File: src/hw/rtl/sps_pkg.sv
// shared constants and types for the sensor presence stabilizer
`default_nettype none

package sps_pkg;

  // datapath widths
  localparam int unsigned FREQ_BITS  = 32;
  localparam int unsigned SUM_BITS   = 40;
  localparam int unsigned IN_W       = 32;
  localparam int unsigned OUT_W      = 32;
  localparam int unsigned RUN_W      = 8;
  localparam int unsigned MODE_W     = 2;
  localparam int unsigned CFG_IDX_W  = 8;
  localparam int unsigned CFG_DATA_W = 32;

  // filter arithmetic: weights in 1/256 units
  localparam int unsigned FILT_SHIFT = 8;
  localparam int unsigned WEIGHT_W   = FILT_SHIFT + 1;
  localparam int unsigned PROD_W     = FREQ_BITS + 1 + WEIGHT_W + 1;
  localparam logic [WEIGHT_W-1:0] FILT_ONE    = WEIGHT_W'(1 << FILT_SHIFT);
  // stabilization retention of 0.3 is 77/256, so the update weight is 179/256
  localparam logic [WEIGHT_W-1:0] STAB_WEIGHT = WEIGHT_W'(179);
  localparam int unsigned ROUND_ADJ = (1 << FILT_SHIFT) - 1;

  // divider step counter
  localparam int unsigned DIV_CNT_W = $clog2(SUM_BITS + 1);
  localparam logic [DIV_CNT_W-1:0] DIV_LAST = DIV_CNT_W'(SUM_BITS - 1);

  // operating modes
  localparam logic [MODE_W-1:0] MODE_SLEEP   = 2'd0;
  localparam logic [MODE_W-1:0] MODE_STAB    = 2'd1;
  localparam logic [MODE_W-1:0] MODE_ACTIVE  = 2'd2;
  localparam logic [MODE_W-1:0] MODE_CLOCKED = 2'd3;

  // configuration register indexes
  localparam logic [CFG_IDX_W-1:0] CFG_MIN_LEVEL      = 8'd0;
  localparam logic [CFG_IDX_W-1:0] CFG_WAKE_RUN       = 8'd1;
  localparam logic [CFG_IDX_W-1:0] CFG_AVERAGE_RUN    = 8'd2;
  localparam logic [CFG_IDX_W-1:0] CFG_SLEEP_RUN      = 8'd3;
  localparam logic [CFG_IDX_W-1:0] CFG_FILTER_K       = 8'd4;
  localparam logic [CFG_IDX_W-1:0] CFG_KEEP_TOP_BIT   = 8'd5;
  localparam logic [CFG_IDX_W-1:0] CFG_TEST_MODE      = 8'd6;
  localparam logic [CFG_IDX_W-1:0] CFG_EXTERNAL_CLOCK = 8'd7;

  // divider request and response
  typedef struct packed {
    logic                start;
    logic [SUM_BITS-1:0] dividend;
    logic [RUN_W-1:0]    divisor;
  } div_req_t;

  typedef struct packed {
    logic                busy;
    logic                done;
    logic [SUM_BITS-1:0] quotient;
  } div_rsp_t;

  // event pulses carried with one result word
  typedef struct packed {
    logic start_beat;
    logic stop_beat;
    logic silence_notes;
    logic stop_all;
  } events_t;

endpackage

`default_nettype wire

File: src/hw/rtl/sps_if.sv
// valid/ready channel interfaces for samples, results and register writes
`default_nettype none

interface sps_in_if import sps_pkg::*; ();
  logic            valid;
  logic            ready;
  logic [IN_W-1:0] sample_freq;

  modport source (output valid, output sample_freq, input ready);
  modport sink (input valid, input sample_freq, output ready);
endinterface

interface sps_out_if import sps_pkg::*; ();
  logic              valid;
  logic              ready;
  logic [MODE_W-1:0] mode;
  logic [OUT_W-1:0]  filtered_freq;
  logic [OUT_W-1:0]  mean_freq;
  logic [OUT_W-1:0]  mean_deviation;
  logic              start_beat;
  logic              stop_beat;
  logic              silence_notes;
  logic              stop_all;

  modport source (output valid, output mode, output filtered_freq, output mean_freq,
                  output mean_deviation, output start_beat, output stop_beat,
                  output silence_notes, output stop_all, input ready);
  modport sink (input valid, input mode, input filtered_freq, input mean_freq,
                input mean_deviation, input start_beat, input stop_beat,
                input silence_notes, input stop_all, output ready);
endinterface

interface sps_cfg_if import sps_pkg::*; ();
  logic                  valid;
  logic                  ready;
  logic [CFG_IDX_W-1:0]  index;
  logic [CFG_DATA_W-1:0] data;

  modport source (output valid, output index, output data, input ready);
  modport sink (input valid, input index, input data, output ready);
endinterface

`default_nettype wire

File: src/hw/rtl/sps_div.sv
// shared restoring divider: sum by run count, one quotient bit per cycle
`default_nettype none

module sps_div import sps_pkg::*; (
  input  logic     clk_i,
  input  logic     rst_ni,
  input  div_req_t req_i,
  output div_rsp_t rsp_o
);

  logic                 busy_q, busy_d;
  logic                 done_q, done_d;
  logic [DIV_CNT_W-1:0] cnt_q, cnt_d;
  logic [RUN_W-1:0]     rem_q, rem_d;
  logic [RUN_W-1:0]     dvs_q, dvs_d;
  logic [SUM_BITS-1:0]  quo_q, quo_d;

  logic [RUN_W:0] trial;
  logic [RUN_W:0] trial_sub;
  logic           fits;

  // one restoring step: shift in the next dividend bit and try a subtract
  assign trial     = {rem_q, quo_q[SUM_BITS-1]};
  assign fits      = trial >= {1'b0, dvs_q};
  assign trial_sub = trial - {1'b0, dvs_q};

  always_comb begin
    busy_d = busy_q;
    done_d = 1'b0;
    cnt_d  = cnt_q;
    rem_d  = rem_q;
    dvs_d  = dvs_q;
    quo_d  = quo_q;
    if (req_i.start) begin
      busy_d = 1'b1;
      cnt_d  = '0;
      rem_d  = '0;
      dvs_d  = req_i.divisor;
      quo_d  = req_i.dividend;
    end else if (busy_q) begin
      rem_d = fits ? trial_sub[RUN_W-1:0] : trial[RUN_W-1:0];
      quo_d = {quo_q[SUM_BITS-2:0], fits};
      cnt_d = cnt_q + 1'b1;
      if (cnt_q == DIV_LAST) begin
        busy_d = 1'b0;
        done_d = 1'b1;
      end
    end
  end

  // control
  always_ff @(posedge clk_i or negedge rst_ni) begin
    if (!rst_ni) begin
      busy_q <= 1'b0;
      done_q <= 1'b0;
      cnt_q  <= '0;
    end else begin
      busy_q <= busy_d;
      done_q <= done_d;
      cnt_q  <= cnt_d;
    end
  end

  // datapath
  always_ff @(posedge clk_i) begin
    rem_q <= rem_d;
    dvs_q <= dvs_d;
    quo_q <= quo_d;
  end

  assign rsp_o.busy     = busy_q;
  assign rsp_o.done     = done_q;
  assign rsp_o.quotient = quo_q;

endmodule

`default_nettype wire

File: src/hw/rtl/sensor_presence_stabilizer_core.sv
// top level of the sensor presence stabilizer
// Usage: one frequency sample word enters on in_ch and exactly one result word
// leaves on out_ch, carrying the mode after the sample, the filtered and mean
// values (zero outside the two active modes) and the beat/note/stop pulses.
// Registers are written through cfg (index, data), always ready; the user
// must write them only while the block is idle; the block does not enforce
// this. Samples are handled one at a time by a small sequencer around a
// shared multiplier step and a shared bit-serial divider. States before OUT:
//   sleep, aborted stabilization: EVAL
//   unfiltered active or a sample loaded into an empty filter: EVAL, POST
//   filtered sample (one multiply and one add step): EVAL, MUL, FILT, POST
//   last stabilization sample: then DIVL and DIVD, which wait on the
//   two divisions through the one divider, one quotient bit per cycle
// A new sample is taken in the cycle after the result is loaded into the
// output register, so one sample is accepted while a result still waits.
// If the receiver stalls, the finished result holds and the sequencer waits
// with its next result until the output register frees up.
// Reset puts the block in sleep with all sums, counts and filter cleared and
// the registers at their defaults; no clearing pass is needed.
`default_nettype none

module sensor_presence_stabilizer_core import sps_pkg::*; (
  input  logic clk_i,
  input  logic rst_ni,
  sps_cfg_if.sink   cfg,
  sps_in_if.sink    in_ch,
  sps_out_if.source out_ch
);

  // sequencer states
  localparam logic [2:0] ST_IDLE = 3'd0;
  localparam logic [2:0] ST_EVAL = 3'd1;
  localparam logic [2:0] ST_MUL  = 3'd2;
  localparam logic [2:0] ST_FILT = 3'd3;
  localparam logic [2:0] ST_POST = 3'd4;
  localparam logic [2:0] ST_DIVL = 3'd5;
  localparam logic [2:0] ST_DIVD = 3'd6;
  localparam logic [2:0] ST_OUT  = 3'd7;

  // configuration registers
  logic [31:0]      min_level_q;
  logic [RUN_W-1:0] wake_run_q;
  logic [RUN_W-1:0] average_run_q;
  logic [RUN_W-1:0] sleep_run_q;
  logic [7:0]       filter_k_q;
  logic             keep_top_bit_q;
  logic             test_mode_q;
  logic             external_clock_q;

  // block state
  logic [2:0]           state_q, state_d;
  logic [MODE_W-1:0]    mode_q, mode_d;
  logic [RUN_W-1:0]     run_q, run_d;
  logic [FREQ_BITS-1:0] filt_q, filt_d;
  logic [FREQ_BITS-1:0] ref_q, ref_d;
  logic [SUM_BITS-1:0]  lsum_q, lsum_d;
  logic [SUM_BITS-1:0]  dsum_q, dsum_d;
  events_t              ev_q, ev_d;

  // working registers
  logic [FREQ_BITS-1:0]     x_q;
  logic signed [PROD_W-1:0] prod_q, prod_d;

  // output register
  logic              out_valid_q, out_valid_d;
  logic [MODE_W-1:0] out_mode_q, out_mode_d;
  logic [OUT_W-1:0]  out_filt_q, out_filt_d;
  logic [OUT_W-1:0]  out_mean_q, out_mean_d;
  logic [OUT_W-1:0]  out_dev_q, out_dev_d;
  events_t           out_ev_q, out_ev_d;

  // divider link
  div_req_t div_req;
  div_rsp_t div_rsp;

  // combinational helpers
  logic                     in_acc;
  logic [31:0]              x_ext;
  logic                     x_hi;
  logic                     x_lo;
  logic [RUN_W-1:0]         run_inc;
  logic [RUN_W-1:0]         run_wake;
  logic [FREQ_BITS-1:0]     abs_dev;
  logic signed [FREQ_BITS:0] diff_s;
  logic [WEIGHT_W-1:0]      weight;
  logic signed [PROD_W-1:0] prod_rnd;
  logic signed [PROD_W-1:0] step_s;
  logic [FREQ_BITS-1:0]     filt_new;
  logic [SUM_BITS-1:0]      lsum_add;
  logic                     out_act;

  assign in_acc    = in_ch.valid && in_ch.ready;
  assign in_ch.ready = (state_q == ST_IDLE);
  assign cfg.ready = 1'b1;

  // sample compares and counters
  assign x_ext    = 32'(x_q);
  assign x_hi     = x_ext > min_level_q;
  assign x_lo     = x_ext < min_level_q;
  assign run_inc  = run_q + 1'b1;
  assign run_wake = x_hi ? run_inc : '0;
  assign abs_dev  = (ref_q > x_q) ? (ref_q - x_q) : (x_q - ref_q);
  assign lsum_add = lsum_q + SUM_BITS'(filt_q);

  // low-pass step: f + trunc((x - f) * w / 256)
  assign diff_s   = $signed({1'b0, x_q}) - $signed({1'b0, filt_q});
  assign weight   = (mode_q == MODE_STAB) ? STAB_WEIGHT
                                          : (FILT_ONE - WEIGHT_W'(filter_k_q));
  assign prod_rnd = prod_q[PROD_W-1] ? (prod_q + PROD_W'(ROUND_ADJ)) : prod_q;
  assign step_s   = prod_rnd >>> FILT_SHIFT;

  always_comb begin
    filt_new = filt_q + step_s[FREQ_BITS-1:0];
    if (!keep_top_bit_q) begin
      filt_new[FREQ_BITS-1] = 1'b0;
    end
  end

  assign out_act = (mode_q == MODE_ACTIVE) || (mode_q == MODE_CLOCKED);

  // sequencer
  always_comb begin
    state_d          = state_q;
    mode_d           = mode_q;
    run_d            = run_q;
    filt_d           = filt_q;
    ref_d            = ref_q;
    lsum_d           = lsum_q;
    dsum_d           = dsum_q;
    ev_d             = ev_q;
    prod_d           = prod_q;
    div_req.start    = 1'b0;
    div_req.dividend = lsum_add;
    div_req.divisor  = run_q;
    out_valid_d      = out_valid_q;
    out_mode_d       = out_mode_q;
    out_filt_d       = out_filt_q;
    out_mean_d       = out_mean_q;
    out_dev_d        = out_dev_q;
    out_ev_d         = out_ev_q;

    if (out_valid_q && out_ch.ready) begin
      out_valid_d = 1'b0;
    end

    case (state_q)
      ST_IDLE: begin
        if (in_acc) begin
          ev_d    = '0;
          state_d = ST_EVAL;
        end
      end

      ST_EVAL: begin
        case (mode_q)
          MODE_SLEEP: begin
            if (!test_mode_q) begin
              run_d = run_wake;
              if (run_wake >= wake_run_q) begin
                mode_d = MODE_STAB;
                run_d  = '0;
              end
            end
            state_d = ST_OUT;
          end
          MODE_STAB: begin
            if (x_hi && !test_mode_q) begin
              run_d = run_inc;
              // first sample of a run sets the reference and adds no deviation
              if (run_q == '0) begin
                ref_d = x_q;
              end else begin
                dsum_d = dsum_q + SUM_BITS'(abs_dev);
              end
              if (filt_q == '0) begin
                filt_d  = x_q;
                state_d = ST_POST;
              end else begin
                state_d = ST_MUL;
              end
            end else begin
              run_d              = '0;
              dsum_d             = '0;
              lsum_d             = '0;
              ref_d              = '0;
              ev_d.silence_notes = 1'b1;
              mode_d             = MODE_SLEEP;
              state_d            = ST_OUT;
            end
          end
          default: begin
            run_d = x_lo ? run_inc : '0;
            if (filter_k_q != '0) begin
              if (filt_q == '0) begin
                filt_d  = x_q;
                state_d = ST_POST;
              end else begin
                state_d = ST_MUL;
              end
            end else begin
              state_d = ST_POST;
            end
          end
        endcase
      end

      ST_MUL: begin
        prod_d  = PROD_W'(diff_s) * PROD_W'($signed({1'b0, weight}));
        state_d = ST_FILT;
      end

      ST_FILT: begin
        filt_d  = filt_new;
        state_d = ST_POST;
      end

      ST_POST: begin
        if (mode_q == MODE_STAB) begin
          lsum_d = lsum_add;
          if (run_q > average_run_q) begin
            div_req.start = 1'b1;
            state_d       = ST_DIVL;
          end else begin
            state_d = ST_OUT;
          end
        end else begin
          ref_d = (filter_k_q != '0) ? filt_q : x_q;
          if ((run_q > sleep_run_q) || test_mode_q) begin
            run_d          = '0;
            ref_d          = '0;
            lsum_d         = '0;
            dsum_d         = '0;
            filt_d         = '0;
            ev_d.stop_beat = (mode_q == MODE_ACTIVE);
            ev_d.stop_all  = 1'b1;
            mode_d         = MODE_SLEEP;
          end
          state_d = ST_OUT;
        end
      end

      ST_DIVL: begin
        if (div_rsp.done) begin
          lsum_d           = div_rsp.quotient;
          div_req.start    = 1'b1;
          div_req.dividend = dsum_q;
          state_d          = ST_DIVD;
        end
      end

      ST_DIVD: begin
        if (div_rsp.done) begin
          dsum_d             = div_rsp.quotient;
          run_d              = '0;
          ev_d.silence_notes = 1'b1;
          if (external_clock_q) begin
            mode_d = MODE_CLOCKED;
          end else begin
            mode_d          = MODE_ACTIVE;
            ev_d.start_beat = 1'b1;
          end
          state_d = ST_OUT;
        end
      end

      ST_OUT: begin
        if (!out_valid_q || out_ch.ready) begin
          out_valid_d = 1'b1;
          out_mode_d  = mode_q;
          out_filt_d  = out_act ? OUT_W'(ref_q) : '0;
          out_mean_d  = out_act ? OUT_W'(lsum_q) : '0;
          out_dev_d   = out_act ? OUT_W'(dsum_q) : '0;
          out_ev_d    = ev_q;
          state_d     = ST_IDLE;
        end
      end

      default: begin
        state_d = ST_IDLE;
      end
    endcase
  end

  // shared divider
  sps_div u_div (
    .clk_i  (clk_i),
    .rst_ni (rst_ni),
    .req_i  (div_req),
    .rsp_o  (div_rsp)
  );

  // configuration writes
  always_ff @(posedge clk_i or negedge rst_ni) begin
    if (!rst_ni) begin
      min_level_q      <= '0;
      wake_run_q       <= 8'd10;
      average_run_q    <= 8'd50;
      sleep_run_q      <= 8'd50;
      filter_k_q       <= '0;
      keep_top_bit_q   <= 1'b0;
      test_mode_q      <= 1'b0;
      external_clock_q <= 1'b0;
    end else if (cfg.valid && cfg.ready) begin
      case (cfg.index)
        CFG_MIN_LEVEL:      min_level_q      <= cfg.data;
        CFG_WAKE_RUN:       wake_run_q       <= cfg.data[RUN_W-1:0];
        CFG_AVERAGE_RUN:    average_run_q    <= cfg.data[RUN_W-1:0];
        CFG_SLEEP_RUN:      sleep_run_q      <= cfg.data[RUN_W-1:0];
        CFG_FILTER_K:       filter_k_q       <= cfg.data[7:0];
        CFG_KEEP_TOP_BIT:   keep_top_bit_q   <= cfg.data[0];
        CFG_TEST_MODE:      test_mode_q      <= cfg.data[0];
        CFG_EXTERNAL_CLOCK: external_clock_q <= cfg.data[0];
        default: ;
      endcase
    end
  end

  // control and model state
  always_ff @(posedge clk_i or negedge rst_ni) begin
    if (!rst_ni) begin
      state_q     <= ST_IDLE;
      mode_q      <= MODE_SLEEP;
      run_q       <= '0;
      filt_q      <= '0;
      ref_q       <= '0;
      lsum_q      <= '0;
      dsum_q      <= '0;
      ev_q        <= '0;
      out_valid_q <= 1'b0;
    end else begin
      state_q     <= state_d;
      mode_q      <= mode_d;
      run_q       <= run_d;
      filt_q      <= filt_d;
      ref_q       <= ref_d;
      lsum_q      <= lsum_d;
      dsum_q      <= dsum_d;
      ev_q        <= ev_d;
      out_valid_q <= out_valid_d;
    end
  end

  // payload registers
  always_ff @(posedge clk_i) begin
    if (in_acc) begin
      x_q <= in_ch.sample_freq[FREQ_BITS-1:0];
    end
    prod_q     <= prod_d;
    out_mode_q <= out_mode_d;
    out_filt_q <= out_filt_d;
    out_mean_q <= out_mean_d;
    out_dev_q  <= out_dev_d;
    out_ev_q   <= out_ev_d;
  end

  // result word
  assign out_ch.valid          = out_valid_q;
  assign out_ch.mode           = out_mode_q;
  assign out_ch.filtered_freq  = out_filt_q;
  assign out_ch.mean_freq      = out_mean_q;
  assign out_ch.mean_deviation = out_dev_q;
  assign out_ch.start_beat     = out_ev_q.start_beat;
  assign out_ch.stop_beat      = out_ev_q.stop_beat;
  assign out_ch.silence_notes  = out_ev_q.silence_notes;
  assign out_ch.stop_all       = out_ev_q.stop_all;

  // checks
  a_div_start_idle: assert property (@(posedge clk_i) disable iff (!rst_ni)
    div_req.start |-> !div_rsp.busy)
    else $error("divider started while busy");

  a_accept_eval: assert property (@(posedge clk_i) disable iff (!rst_ni)
    in_acc |=> (state_q == ST_EVAL))
    else $error("accepted word not evaluated next");

  a_start_beat_mode: assert property (@(posedge clk_i) disable iff (!rst_ni)
    (out_ch.valid && out_ch.start_beat) |-> (out_ch.mode == MODE_ACTIVE))
    else $error("start beat without active mode");

  a_stop_all_mode: assert property (@(posedge clk_i) disable iff (!rst_ni)
    (out_ch.valid && out_ch.stop_all) |-> (out_ch.mode == MODE_SLEEP))
    else $error("stop all without sleep mode");

endmodule

`default_nettype wire
File: src/flat_wrapper.sv
// flat-port wrapper written by rule: the top's interface ports become plain ports
module sensor_presence_stabilizer_core_flat import sps_pkg::*;
  (clk_i, rst_ni, cfg_valid, cfg_index, cfg_data, cfg_ready, in_ch_valid, in_ch_sample_freq, in_ch_ready, out_ch_valid, out_ch_mode, out_ch_filtered_freq, out_ch_mean_freq, out_ch_mean_deviation, out_ch_start_beat, out_ch_stop_beat, out_ch_silence_notes, out_ch_stop_all, out_ch_ready);
  sps_cfg_if cfg_i ();
  sps_in_if in_ch_i ();
  sps_out_if out_ch_i ();
  input  logic clk_i;
  input  logic rst_ni;
  input wire logic [$bits(cfg_i.valid)-1:0] cfg_valid;
  input wire logic [$bits(cfg_i.index)-1:0] cfg_index;
  input wire logic [$bits(cfg_i.data)-1:0] cfg_data;
  output wire logic [$bits(cfg_i.ready)-1:0] cfg_ready;
  input wire logic [$bits(in_ch_i.valid)-1:0] in_ch_valid;
  input wire logic [$bits(in_ch_i.sample_freq)-1:0] in_ch_sample_freq;
  output wire logic [$bits(in_ch_i.ready)-1:0] in_ch_ready;
  output wire logic [$bits(out_ch_i.valid)-1:0] out_ch_valid;
  output wire logic [$bits(out_ch_i.mode)-1:0] out_ch_mode;
  output wire logic [$bits(out_ch_i.filtered_freq)-1:0] out_ch_filtered_freq;
  output wire logic [$bits(out_ch_i.mean_freq)-1:0] out_ch_mean_freq;
  output wire logic [$bits(out_ch_i.mean_deviation)-1:0] out_ch_mean_deviation;
  output wire logic [$bits(out_ch_i.start_beat)-1:0] out_ch_start_beat;
  output wire logic [$bits(out_ch_i.stop_beat)-1:0] out_ch_stop_beat;
  output wire logic [$bits(out_ch_i.silence_notes)-1:0] out_ch_silence_notes;
  output wire logic [$bits(out_ch_i.stop_all)-1:0] out_ch_stop_all;
  input wire logic [$bits(out_ch_i.ready)-1:0] out_ch_ready;
  assign cfg_i.valid = cfg_valid;
  assign cfg_i.index = cfg_index;
  assign cfg_i.data = cfg_data;
  assign cfg_ready = cfg_i.ready;
  assign in_ch_i.valid = in_ch_valid;
  assign in_ch_i.sample_freq = in_ch_sample_freq;
  assign in_ch_ready = in_ch_i.ready;
  assign out_ch_valid = out_ch_i.valid;
  assign out_ch_mode = out_ch_i.mode;
  assign out_ch_filtered_freq = out_ch_i.filtered_freq;
  assign out_ch_mean_freq = out_ch_i.mean_freq;
  assign out_ch_mean_deviation = out_ch_i.mean_deviation;
  assign out_ch_start_beat = out_ch_i.start_beat;
  assign out_ch_stop_beat = out_ch_i.stop_beat;
  assign out_ch_silence_notes = out_ch_i.silence_notes;
  assign out_ch_stop_all = out_ch_i.stop_all;
  assign out_ch_i.ready = out_ch_ready;
  sensor_presence_stabilizer_core u_core (.clk_i(clk_i), .rst_ni(rst_ni), .cfg(cfg_i), .in_ch(in_ch_i), .out_ch(out_ch_i));
endmodule
File: config.mk
export PLATFORM = sky130hd
export DESIGN_NAME = sensor_presence_stabilizer_core_flat
export DESIGN_NICKNAME = d
export VERILOG_FILES = /design/src/hw/rtl/sps_pkg.sv /design/src/hw/rtl/sps_if.sv /design/src/hw/rtl/sps_div.sv /design/src/hw/rtl/sensor_presence_stabilizer_core.sv /design/src/flat_wrapper.sv
export SDC_FILE = /design/constraint.sdc
export NUM_CORES = 2
export LEC_CHECK = 0
export BUFFER_PORTS_ARGS = -buffer_cell sky130_fd_sc_hd__buf_4
export CORE_UTILIZATION = 55
export CTS_CLUSTER_DIAMETER = 100
export CTS_CLUSTER_SIZE = 14
export DETAILED_ROUTE_END_ITERATION = 8
export GPL_ROUTABILITY_DRIVEN = 0
export GPL_TIMING_DRIVEN = 0
export PLACE_DENSITY_LB_ADDON = 0.2
export SETUP_SLACK_MARGIN = 0.1
export SLEW_MARGIN = 10
export SYNTH_ARGS = -nofsm -noshare
export SYNTH_HDL_FRONTEND = slang
export SYNTH_SLANG_ARGS = --single-unit
File: constraint.sdc
create_clock -name clk_i -period 14.67 [get_ports clk_i]
set_clock_uncertainty 0.15 [all_clocks]
set_input_delay 3.6675 -clock clk_i [delete_from_list [all_inputs] [get_ports clk_i]]
set_output_delay 3.6675 -clock clk_i [all_outputs]
set_load 0.01 [all_outputs]
==> impl_metrics.csv <==
group,metric,value,unit
drt,detail_route.iter0.violations,3166,
drt,routed_wl,119,mm
logic_synthesis,synth_largest_area_cell,"edfxtp_1",
logic_synthesis,synthAdderAreaFrac,22.7,%
drt,average_via_count_per_standard_cell,6.00,
sta,tns,0,ns
clocking,tritoncts.num_buffers,39,
logic_synthesis,ys.warnings.count,0,
run_status,run_status,"complete, no violations",
logic_synthesis,synth_seq_cells,468,
sta,final.min_clock_period,10.30,ns
logic_synthesis,asyncSetResetFlopFracSynth,50.6,%
floorplanning,fp.dieH,275,um
logic_synthesis,synthCells,4520,
layout,fin_nets,5425,
sta,max_freq,97.1,MHz
logic_synthesis,synth_top_family_by_area,"adder cells",
floorplanning,die_area,75800,um2
sta,grt_setup_unrepaired,"no",
sta,report.final.setup_viol,0,
logic_synthesis,synthesized_area_divided_by_synthesized_cell_count,9.09,um2
clocking,worst_setup_hold_path_clk_slew,0.08,ns
worst_setup_path,ff2ff_setup_slack,4.37,ns
layout,antenna_cells,0,
worst_setup_path,arrival,10.45,ns
worst_setup_path,crit_path_frequent_cell,"fa_1",
worst_setup_path,worst_path_dominant_cell_family,"compound AO/OA/AOI/OAI gates",
logic_synthesis,xor_and_xnor_area_share_after_synthesis,5.56,%
clocking,cts_hold_buf,0,
drt,route.antenna.remaining_nets,0,
sta,tightestPinTransition,1.23,ns
layout,flow.area_growth_from_synthesis,9.51,%
floorplanning,initial_utilization,55.9,%
place,preCtsSetupSlack,4.55,ns
sta,final_max_slew_viol_count,0,
worst_setup_path,critPathSlowestCell,"xnor2_1",
hold_path,hold_path_end,"u_core.out_ch.mode[1]",
worst_setup_path,worst-path-buf-inv,4,
layout,final_area,45000,um2
flow_run,cap_viol_max_count,0,
drt,wl_per_cell,20.7,um
logic_synthesis,synth_cell_type_count,94,
place,dp.final_hpwl,96.5,mm
layout,final_cell_mix,"inv_1 (490), nor2_1 (403), nand2_1 (372)",
global_routing,wire_length_of_the_first_global_routing_pass,184,mm
layout,layout.filler_cells,6413,
logic_synthesis,synth-simple-area-share,14.2,%
logic_synthesis,synth.area.top_cells,"edfxtp_1 (16%), dfrtp_1 (14%), fa_1 (12%)",
clocking,later_pin_clock_latency_in_the_skew_report,0.60,ns
clocking,cts_tree,"done",
logic_synthesis,synth_flop_cell,"dfrtp_1",
sta,finalHoldViolations,0,
layout,area.sequential,12800,um2
logic_synthesis,synth_compound_gate_area_share,19.3,%
clocking,post_cts.repair.setup_buffers,0,
hold_path,timing.hold.worst.class,"flop to flop",
logic_synthesis,register_area_share_after_synthesis,31.2,%
logic_synthesis,mappedNetlistNets,5194,
worst_setup_path,r2r_end,"u_core.prod_q[42]",
floorplanning,floorplan.rows,99,
layout,multi_input_area,25700,um2
worst_setup_path,rr_startpoint,"u_core.x_ext[1]",
worst_setup_path,critical_path.max_stage_delay,0.75,ns
logic_synthesis,number_of_flops_mapped_to_enable_cells_by_yosys,223,
layout,mostFrequentLayoutCell,"inv_1",
clocking,root_buffer,"clkbuf_16",
global_routing,grt_antenna_before_repair,1,
place,place.port_buffers,178,
sta,finalWorstSetupSlack,4.37,ns
drt,final_routed_drc_violation_total,0,
hold_path,hold_path_depth,0,
sta,period_utilization_post_route,70.2,%
layout,post_route_cells_drive_above_1_share,6.48,%
worst_setup_path,timing.setup.critical_path_class,"flop to flop",
worst_setup_path,timing.critical_path.required,14.82,ns
worst_setup_path,crit_path_end_kind,"flop",
clocking,clock_tree.htree_level_count,2,
clocking,cts_resized,0,
sta,remaining_max_slew_budget_at_the_tightest_pin,17.9,%
global_routing,globalRouteTotalUtil,31.5,%
floorplanning,io_count,182,
global_routing,number_of_global_route_vias_before_repair,33455,
worst_setup_path,timing.critical_path.fanout_max,9,
worst_setup_path,critical_path.startpoint_type,"flop",
logic_synthesis,synth.area.mux_share,0.679,%
worst_setup_path,worst_r2r_path_depth,31,
clocking,clkSinkCount,468,
hold_path,holdCritStartpoint,"u_core.mode_q[1]",
floorplanning,floorplan.core_area,73500,um2
global_routing,grt_max_degree,94,
drt,dr.pass1.iters,8,
logic_synthesis,synth.top_cell.area_share,16.3,%
floorplanning,die_width,275,um
place,dpl-instance-area,43800,um2
logic_synthesis,synth_area,41100,um2
drt,route.vias.total,34437,
clocking,clock_tree_buffer_depth,3,
global_routing,grt_overflow_total,0,
cell usage after synthesis (all sizes together), types with 48 or more instances:
cell / n
nand4: 50
nor2: 405
clkbuf: 165
nand3: 64
a221oi: 50
o21ai: 284
nor2b: 48
inv: 495
and2: 115
xnor2: 175
ha: 349
nand2: 373
dfrtp: 229
edfxtp: 223
a21o: 182
xor2: 86
a22oi: 102
a21oi: 325
fa: 248
worst register-to-register path: cells and delay by family (launching register included):
family	cells	cell delay, ns
AOI/OAI and AO/OA	14	3.58
adders and majority gates	7	3.46
and+or+nand+nor	3	0.45
DFF	1	0.55
xor gates and xnor gates	3	1.45
buffers and inverters	4	0.39
final cells by class:
type	count	area share, %
Tap cell	959	2.67
Timing Repair Buffer	190	3.42
Clock inverter	3	0.0751
Multi-Input combinational cell	3368	57.2
Sequential cell	468	28.4
Clock buffer	68	2.46
Inverter	495	4.13
Buffer	189	1.64
how the worst max path moves through the flow:
stage                               start                              end  slack [ns]  cells past startpoint
final                     u_core.x_ext[1]                u_core.prod_q[42]        4.37                     31
after CTS                 u_core.x_ext[1]                u_core.prod_q[42]        4.49                     31
after global placement       out_ch_ready  u_core.out_ch.filtered_freq[31]        4.03                      3
after global routing      u_core.x_ext[1]                u_core.prod_q[42]        4.08                     33
after floorplan              out_ch_ready   u_core.out_ch.filtered_freq[0]        5.93                      2
after detailed placement  u_core.x_ext[1]                u_core.prod_q[42]        4.55                     31
registers in the layout (all words and copies together), names as in the netlist, 32 cells and up:
signal                        cells
u_core.min_level_q               32
u_core.filt_q                    32
u_core.u_div.quo_q               40
u_core.out_ch.mean_freq          32
u_core.out_ch.filtered_freq      32
u_core.prod_q                    41
u_core.out_ch.mean_deviation     32
u_core.lsum_q                    40
u_core.ref_q                     32
u_core.x_ext                     32
u_core.dsum_q                    40
cell families after synthesis:
| logic type | after synthesis |
|---|---|
| compound gates | 1231 |
| xor+xnor | 261 |
| fa+ha+maj | 597 |
| buf+inv | 684 |
| flops | 468 |
| mux | 26 |
| other cells | 1 |
| simple gates | 1252 |
layer usage:
metal | track usage (%) | routed length [um] | vias to the layer above
li1 | - | - | 16147
met1 | 41.2 | 48500 | 16607
met2 | 52.1 | 55500 | 1415
met3 | 4.13 | 9270 | 268
met4 | 14.0 | 5770 | 0
met5 | 0 | 0 | -
stage by stage:
step / utilization, % / cells / hold WS (ns)
final: 61.2 / 5740 / 0.314
after detailed placement: 59.7 / 5669 / 0.289
after floorplan: - / 4520 / 0.273
after CTS: 61.2 / 5740 / 0.307
after global routing: 61.2 / 5740 / 0.319
after global placement: 59.4 / 5657 / 0.286
Power is not shown: default switching activity piles up to over one toggle a cycle in this logic, so the estimate is an artifact.
